$ cat config.mk
export PLATFORM = sky130hd
export DESIGN_NAME = sacl_ctrl
export DESIGN_NICKNAME = d
export VERILOG_FILES = /design/src/sv/sacl_pkg.sv /design/src/sv/sacl_ctrl.sv
export SDC_FILE = /design/constraint.sdc
export NUM_CORES = 1
export LEC_CHECK = 0
export BUFFER_PORTS_ARGS = -buffer_cell sky130_fd_sc_hd__buf_2
export CORE_MARGIN = 3
export CORE_UTILIZATION = 57
export DETAILED_ROUTE_END_ITERATION = 8
export HOLD_SLACK_MARGIN = 0.08
export PLACE_DENSITY = 0.84
export SLEW_MARGIN = 0
export SYNTH_ARGS = -nofsm -noshare
export SYNTH_HDL_FRONTEND = slang
export SYNTH_SLANG_ARGS = --single-unit
$ cat constraint.sdc
create_clock -name clk -period 6.4 [get_ports clk]
set_clock_uncertainty 0.1 [all_clocks]
set_input_delay 0.32 -clock clk [delete_from_list [all_inputs] [get_ports clk]]
set_output_delay 0.32 -clock clk [all_outputs]
set_load 0.1 [all_outputs]
$ cat src/sv/sacl_pkg.sv
`timescale 1ns / 1ps
// shared constants, status codes and controller/datapath struct types
// for the sample autocorrelation core; depends on nothing
package sacl_pkg;

	localparam int MAX_SAMPLES_DEF = 1024;
	localparam int SAMPLE_BITS_DEF = 16;
	localparam int MAX_LAG         = 64;

	localparam int IN_W       = 16;
	localparam int LAG_W      = 7;
	localparam int MIN_LAG_W  = 6;
	localparam int CFG_IDX_W  = 1;
	localparam int CFG_DATA_W = 7;
	localparam int RATIO_W    = 17;
	localparam int Q_FRAC     = 15;
	localparam int QUOT_W     = Q_FRAC + 1;
	localparam int STATUS_W   = 2;

	localparam logic [CFG_IDX_W-1:0] CFG_MIN_LAG = 1'b0;
	localparam logic [CFG_IDX_W-1:0] CFG_MAX_LAG = 1'b1;

	localparam logic [MIN_LAG_W-1:0] MIN_LAG_RST = 6'd1;
	localparam logic [LAG_W-1:0]     MAX_LAG_RST = 7'd16;

	localparam logic [STATUS_W-1:0] ST_OK       = 2'd0;
	localparam logic [STATUS_W-1:0] ST_BAD_CFG  = 2'd1;
	localparam logic [STATUS_W-1:0] ST_ZERO_VAR = 2'd2;
	localparam logic [STATUS_W-1:0] ST_DROPPED  = 2'd3;

	typedef struct packed {
		logic             sample_we;
		logic             series_clr;
		logic             mac_clr;
		logic             issue;
		logic             zl_load;
		logic             div_start;
		logic             emit;
		logic             emit_err;
		logic             ratio_div;
		logic             last;
		logic [LAG_W-1:0] lag;
	} ctrl_cmd_t;

	typedef struct packed {
		logic pair_ok;
		logic lag_ok;
		logic zl_zero;
		logic mac_busy;
		logic div_done;
	} dp_stat_t;

endpackage

$ cat src/sv/sacl_ctrl.sv
`timescale 1ns / 1ps
// controller: lag registers and the state machine that sequences the
// lag-0 pass, each lag pass, division and emission; depends on sacl_pkg
module sacl_ctrl (
	input  logic                              clk,
	input  logic                              arst_n,
	input  logic                              start,
	input  logic                              last_sample,
	input  logic                              cfg_we,
	input  logic [sacl_pkg::CFG_IDX_W-1:0]    cfg_index,
	input  logic [sacl_pkg::CFG_DATA_W-1:0]   cfg_data,
	input  sacl_pkg::dp_stat_t                stat,
	output sacl_pkg::ctrl_cmd_t               cmd,
	output logic                              busy
);

	localparam int LAG_W     = sacl_pkg::LAG_W;
	localparam int MIN_LAG_W = sacl_pkg::MIN_LAG_W;

	typedef enum logic [3:0] {
		S_IDLE  = 4'b0001,
		S_MAC   = 4'b0010,
		S_DRAIN = 4'b0100,
		S_DIV   = 4'b1000
	} state_t;

	state_t               state_q;
	state_t               state_d;
	logic [LAG_W-1:0]     k_q;
	logic [LAG_W-1:0]     k_d;
	logic [MIN_LAG_W-1:0] min_q;
	logic [LAG_W-1:0]     max_q;
	logic                 bad_cfg;
	logic                 at_max;
	logic                 next_lag;

	assign bad_cfg = (min_q == '0) || (max_q > LAG_W'(sacl_pkg::MAX_LAG)) ||
		(LAG_W'(min_q) >= max_q);
	assign at_max  = (k_q == max_q);

	always_ff @(posedge clk or negedge arst_n) begin
		if (!arst_n) begin
			min_q <= sacl_pkg::MIN_LAG_RST;
			max_q <= sacl_pkg::MAX_LAG_RST;
		end else if (cfg_we) begin
			case (cfg_index)
				sacl_pkg::CFG_MIN_LAG: begin
					min_q <= cfg_data[MIN_LAG_W-1:0];
				end
				sacl_pkg::CFG_MAX_LAG: begin
					max_q <= cfg_data[LAG_W-1:0];
				end
				default: begin
				end
			endcase
		end
	end

	always_comb begin
		next_lag      = 1'b0;
		state_d       = state_q;
		k_d           = k_q;
		cmd           = '0;
		cmd.lag       = k_q;
		cmd.last      = at_max;
		case (state_q)
			S_IDLE: begin
				if (start) begin
					cmd.sample_we = 1'b1;
					if (last_sample) begin
						if (bad_cfg) begin
							cmd.emit       = 1'b1;
							cmd.emit_err   = 1'b1;
							cmd.last       = 1'b1;
							cmd.series_clr = 1'b1;
						end else begin
							cmd.mac_clr = 1'b1;
							k_d         = '0;
							state_d     = S_MAC;
						end
					end
				end
			end
			S_MAC: begin
				if (stat.pair_ok) begin
					cmd.issue = 1'b1;
				end else begin
					state_d = S_DRAIN;
				end
			end
			S_DRAIN: begin
				if (!stat.mac_busy) begin
					if (k_q == '0) begin
						// lag-0 pass finished: keep it as the denominator
						cmd.zl_load = 1'b1;
						cmd.mac_clr = 1'b1;
						k_d         = LAG_W'(min_q);
						state_d     = S_MAC;
					end else if (stat.lag_ok && !stat.zl_zero) begin
						cmd.div_start = 1'b1;
						state_d       = S_DIV;
					end else begin
						cmd.emit = 1'b1;
						next_lag = 1'b1;
					end
				end
			end
			S_DIV: begin
				if (stat.div_done) begin
					cmd.emit      = 1'b1;
					cmd.ratio_div = 1'b1;
					next_lag      = 1'b1;
				end
			end
			default: begin
				state_d = S_IDLE;
			end
		endcase
		if (next_lag) begin
			if (at_max) begin
				cmd.series_clr = 1'b1;
				state_d        = S_IDLE;
			end else begin
				k_d         = k_q + LAG_W'(1);
				cmd.mac_clr = 1'b1;
				state_d     = S_MAC;
			end
		end
	end

	always_ff @(posedge clk or negedge arst_n) begin
		if (!arst_n) begin
			state_q <= S_IDLE;
			k_q     <= '0;
		end else begin
			state_q <= state_d;
			k_q     <= k_d;
		end
	end

	assign busy = (state_q != S_IDLE);

`ifndef SYNTHESIS
	a_last_to_idle: assert property (@(posedge clk) disable iff (!arst_n)
		(cmd.emit && cmd.last) |=> (state_q == S_IDLE))
		else $error("run did not end after its final word");

	a_busy_end: assert property (@(posedge clk) disable iff (!arst_n)
		$fell(busy) |-> $past(cmd.emit && cmd.last))
		else $error("busy dropped without a final word");
`endif

endmodule

==> results.cfg, run 1 <==
[pwr]
p_clk_share_pct = 19.7
power_mw = 0.409
switching_share_pct = 39.4
irDropWorstVdd_mv = 0.184
switchingPower_mw = 0.161
p_leak_nw = 0.893
pwr-share-seq_pct = 46.3
powerDensity_mw_per_mm2 = 231
cell_internal_pwr_mw = 0.248
combPwrFrac_pct = 34.0

[placement]
place_ws_ns = 3.61
dpl.hpwl_mm = 2.53
io_buffers = 35
place_congestion = 0.843

[timing]
slew_headroom_pct = 44.4
worstMarginPinSlew_ns = 0.826
hold_viol = 0
finalSetupTns_ns = 0
fmax_ghz = 0.320
fin_crit_sh_pct = 48.9
setup_violations = 0
rsz0062_at_grt = false
whs_ns = 0.119
drv_slew = 0
period_minus_slack_ns = 3.13
setup_slack_ns = 3.27

[drt]
drcViolationCount = 0
dr.pass1.iters = 4
post_drt_wl_per_cell_microns = 14.5
vias = 1302
routed_wl_mm = 3.21
viasPerCell = 5.86
drtAntennaViolNets = 0
drt-initial-drc-count = 31

[layout]
final_nets = 219
ff_latch_area_sq_um = 604
multi_input_area_sq_um = 867
fill_cells = 189
antennaDiodeCount = 0
drive_above_1_share_pct = 30.7
area_delta_synth_final_pct = 14.7

[run_status]
status = finished clean

[global_route]
grt_start_max_net_pins = 25
grt_pass1_wl_mm = 5.25
grt_overflow = 0
antenna_found_initial = 0
first_global_vias = 1226
grt_use_total_pct = 19.6

[clock_tree]
clkLatencyLatePin_ns = 0.31
clkTransAtPathRegs_ns = 0.13
cts_root_buf = clkbuf_4
cts_sinks = 24
cts_buffers = 3
postCtsSetupRepairBufs = 0
cts_max_path_buffers = 2
htreeDepth = 1
cts_tree = done

[synthesis]
yosysUniqueCellTypes = 43
synth_area_leaders = dfrtp_1, mux2_2, ha_1, dfstp_2, nand2_1
netlist_area_sq_mm = 0.00154
synth_warnings = 0
synthArstFlopShare_pct = 100
synthCells = 156
synthesis.nets = 182
syn_area_per_cell_sq_um = 9.90
synth_ff_type = dfrtp_1
yosysTopAreaCellShare_pct = 34.0
synth_edf_count = 0
yosysMostFrequentCell = dfrtp_1
synth_common_cells = dfrtp_1, nand2_1, mux2_2
synth_top_cell_by_area = dfrtp_1
ys_seq_area_share_pct = 39.1
ys_ff_latch = 24

[critical_path]
cp-end-kind = output port
reg2reg_slack_ns = 3.93
startpoint_type = register
cp_data_required_time_ns = 5.98
crit_path_top_delay_cell = dfstp_2
crit_family = compound AO/OA/AOI/OAI gates
cp.arrival_ns = 2.71
setup.worst_path.class = reg -> out
max_stage_delay_ns = 0.56
path_max_fanout = 6
path_buf_inv = 2
crit_path_cell_trace = inv_1, ha_1, nand2b_1, a211o_1, a22oi_1, a2bb2oi_2, o21ai_0, buf_2

[floorplanning]
fp.dieArea_sq_mm = 0.00337
start_util_pct = 61.2
die_h_microns = 58.0
die_w_microns = 58.0
rows = 18
core_area_sq_mm = 0.00252
io_pins = 36

[job]
maxCapViolations = 0

[hold_path]
hold_class = in -> reg
## power groups by stage
| stage | logic (mW) | clock network [mW] | registers (mW) |
|---|---|---|---|
| after global routing | 0.151 | 0.0870 | 0.192 |
| after detailed placement | 0.139 | 0 | 0.192 |
| after floorplan | 0.108 | 0 | 0.191 |
| after CTS | 0.140 | 0.0817 | 0.189 |
| after global placement | 0.135 | 0 | 0.190 |
| final | 0.139 | 0.0805 | 0.190 |
## cell usage in the layout, fill, tap and decap left out, types with 3 or more instances in the layout
cell,instances
inv_1,11
nand2b_1,3
nor2_1,11
nand3_1,6
o21ai_0,5
xnor2_1,4
a21o_1,4
ha_1,8
xor2_1,3
dfrtp_1,21
a221o_1,3
clkbuf_4,3
dfstp_2,3
nor3_1,5
mux2_2,12
nor4_1,3
buf_2,35
nand2_1,17
## worst paths after layout
kind / from / to / depth (start not counted)
worst max-delay path: min_q[0] / cmd[14] / 8
worst min-delay path: cfg_data[0] / min_q[0] / 3
worst max register to register: min_q[0] / k_q[3] / 8
worst min register to register: min_q[0] / min_q[0] / 2
max in group asynchronous: arst_n / state_q[0] / 2
min in group asynchronous: arst_n / k_q[1] / 2
## per-layer routing
layer  GRT usage (%)  up-vias  wire (microns)
met2            32.7       30            1540
met5               0        -               0
met3            2.67        4             141
met1            26.1      640            1490
li1                -      628               -
met4            6.62        0              31
## timing repair
item,CTS,global route
resized for setup,0,0
endpoints found under the hold margin,21,0
hold buffers,1,0
## registers in the layout (all words and copies together), names as in the netlist
signal   cells
max_q        7
min_q        6
state_q      4
k_q          7
## metrics by stage
step	instances	instance area [sq um]	util [%]
global route	222	1770	70.2
finish	222	1770	70.2
global placement	217	1730	68.4
CTS	222	1770	70.2
floorplan	156	1540	-
detailed placement	217	1730	68.4
## kinds of logic after synthesis
| logic type | after synthesis | synth area share (%) |
|---|---|---|
| xor+xnor | 7 | 3.97 |
| compound gates | 26 | 13.9 |
| flops | 24 | 39.1 |
| mux | 14 | 10.0 |
| simple gates | 62 | 21.7 |
| buf+inv | 15 | 4.70 |
| fa+ha+maj | 8 | 6.48 |
## worst min-delay path, cell delays in order
cell     delay, ns
buf_2         0.10
nand2_1       0.04
o21ai_0       0.07
## final cells by class
type                            instances  area share [%]
Tap cell                               30            2.12
Multi-Input combinational cell        117            48.9
Inverter                               11            2.33
Clock buffer                            4            2.05
Sequential cell                        24            34.1
Timing Repair Buffer                   36            10.5
(Power assumes the default switching activity.)
==> run 2: changes to the inputs <==
ABC_AREA = 1   (was not set)
CORE_UTILIZATION = 54   (was 57)
PLACE_DENSITY = 0.79   (was 0.84)
clock period = 3.25 ns   (was 6.4 ns; I/O delays follow)
==> results.cfg, run 2 <==
[clock_tree]
cts_buffers = 3
cts_max_path_buffers = 2
cts_root_buf = clkbuf_4
holdBufCountCts = 12
cts_sinks = 24
clkLatencyLatePin_ns = 0.32
htreeDepth = 1
cts_tree = done
cts.repair.resized = 0
postCtsSetupRepairBufs = 0
clkTransAtPathRegs_ns = 0.14

[global_route]
antenna_found_initial = 0
grt_overflow = 0
use_met3_pct = 4.13
grt_util_met2_pct = 36.2
grt-busiest-layer = met2
grt_util_met1_pct = 27.3
first_global_vias = 1416
grt_use_total_pct = 21.1
grt_pass1_wl_mm = 6.07
grt_start_max_net_pins = 25

[critical_path]
max_stage_delay_ns = 0.57
crit_path_cell_trace = inv_1, ha_1, nand3_1, nand2_1, nor2_1, nor2_1, o21ai_1, or2_2, o21ai_2, buf_2
cp_data_required_time_ns = 2.99
setup.worst_path.class = reg -> out
cp-end-kind = output port
crit_path_top_delay_cell = dfstp_2
path_max_fanout = 4
cp.arrival_ns = 2.49
startpoint_type = register
crit_top_cell = nor2_1

[job]
maxCapViolations = 0

[timing]
finalSetupTns_ns = 0
slew_headroom_pct = 63.1
fmax_ghz = 0.364
hold_viol = 0
fin_crit_sh_pct = 84.5
drv_slew = 0
period_minus_slack_ns = 2.75
setup_violations = 0
worstMarginPinSlew_ns = 0.553
rsz0062_at_grt = false

[drt]
drtAntennaViolNets = 0
viasPerCell = 4.90
drt-initial-drc-count = 88
routed_wl_mm = 3.72
post_drt_wl_per_cell_microns = 11.3
drcViolationCount = 0
dr.pass1.iters = 4
vias = 1607

[floorplanning]
die_w_microns = 61.9
core_area_sq_mm = 0.00288
fp.dieArea_sq_mm = 0.00384
io_pins = 36
die_h_microns = 61.9
start_util_pct = 58.7
rows = 19

[synthesis]
yosysMostFrequentCell = nand2_1
synth_top_cell_by_area = dfrtp_1
synthCells = 238
synth_area_leaders = dfrtp_1, nand2_1, inv_1, ha_1, nor2_1
synth_edf_count = 0
synth_ff_type = dfrtp_1
yosys.area_share.adder_pct = 5.93
syn_area_per_cell_sq_um = 7.10
netlist_area_sq_mm = 0.00169
synth_mux_area_share_pct = 0.667
synth_xor_area_share_pct = 4.67
synthArstFlopShare_pct = 100
synth_warnings = 0
synthSimpleGateAreaFrac_pct = 32.1
synth_common_cells = nand2_1, inv_1, nor2_1
yosysTopAreaCellShare_pct = 31.1
synthesis.nets = 264
synth_compound_area_share_pct = 9.11
ys_seq_area_share_pct = 35.8
synth_top_family_by_area = simple AND/OR/NAND/NOR gates
yosysUniqueCellTypes = 28
ys_ff_latch = 24

[placement]
io_buffers = 35
place_congestion = 0.876
dpl_cell_area_sq_mm = 0.00190
dpl.hpwl_mm = 2.85

[layout]
drive_above_1_share_pct = 20.6
area_delta_synth_final_pct = 22.8
reg.largest.list = k_q x7, max_q x7, min_q x6
final_cell_mix = nand2_1, inv_1, buf_2
antennaDiodeCount = 0
final_common_cell = nand2_1
final_nets = 313
final_area_sq_mm = 0.00207

[pwr]
irDropWorstVdd_mv = 0.466
powerDensity_mw_per_mm2 = 681
p_leak_nw = 1.18

[hold_path]
hold_class = in -> reg

[run_status]
status = finished clean
## run 2: per-stage QoR
| stage | hold slack, ns | utilization [%] | total power, mW | cells | setup WS [ns] |
|---|---|---|---|---|---|
| after floorplan | -0.233 | - | 1.06 | 238 | 0.144 |
| final | 0.172 | 72.1 | 1.41 | 328 | 0.502 |
| after CTS | 0.176 | 72.1 | 1.41 | 328 | 0.492 |
| after detailed placement | 0.0756 | 66.1 | 1.19 | 312 | 0.876 |
| after global routing | 0.183 | 72.1 | 1.50 | 328 | 0.351 |
| after global placement | 0.0813 | 66.1 | 1.17 | 312 | 0.905 |
## run 2: cell families (layout without fill, tap and decap cells)
logic type / after synthesis / count (layout)
and+or+nand+nor: 116 / 116
buffers and inverters: 50 / 98
AOI/OAI and AO/OA: 30 / 30
DFF: 24 / 24
xor gates and xnor gates: 9 / 9
adders and majority gates: 8 / 8
muxes: 1 / 1
## run 2: final cells by class
cell class                 instances  area (sq um)
multi-input combinational        164           891
fill                             261           802
sequential                        24           604
timing repair buffer              47           295
inverter                          47           179
tap                               42          52.6
clock inverter                     1          30.0
clock buffer                       3          22.5
## run 2: routing by layer
metal  wire [microns]  vias up
li1                 -      844
met5                0        -
met1             1780      722
met4               40        0
met2             1730       37
met3              170        4
## run 2: path summary, 6_finish.rpt
check | from | endpoint | slack (ns) | cells past startpoint
max | min_q[0] | cmd[15] | 0.50 | 10
min | stat[0] | state_q[3] | 0.17 | 4
max reg2reg | max_q[4] | state_q[2] | 1.24 | 11
min reg2reg | min_q[0] | min_q[0] | 0.41 | 2
max in group asynchronous | arst_n | min_q[0] | 2.43 | 2
min in group asynchronous | arst_n | k_q[5] | 0.24 | 2
## run 2: critical path: cells and delay by family (launching register included)
| family | cells | cell delay (ns) |
|---|---|---|
| and+or+nand+nor | 5 | 0.64 |
| DFF | 1 | 0.57 |
| buffers and inverters | 2 | 0.49 |
| adders and majority gates | 1 | 0.27 |
| AOI/OAI and AO/OA | 2 | 0.21 |
## run 2: power by group
part           total [mW]  internal [mW]  switching [mW]
logic               0.767          0.192           0.576
registers           0.425          0.356          0.0688
clock network       0.220          0.125          0.0955
total                1.41          0.673           0.740
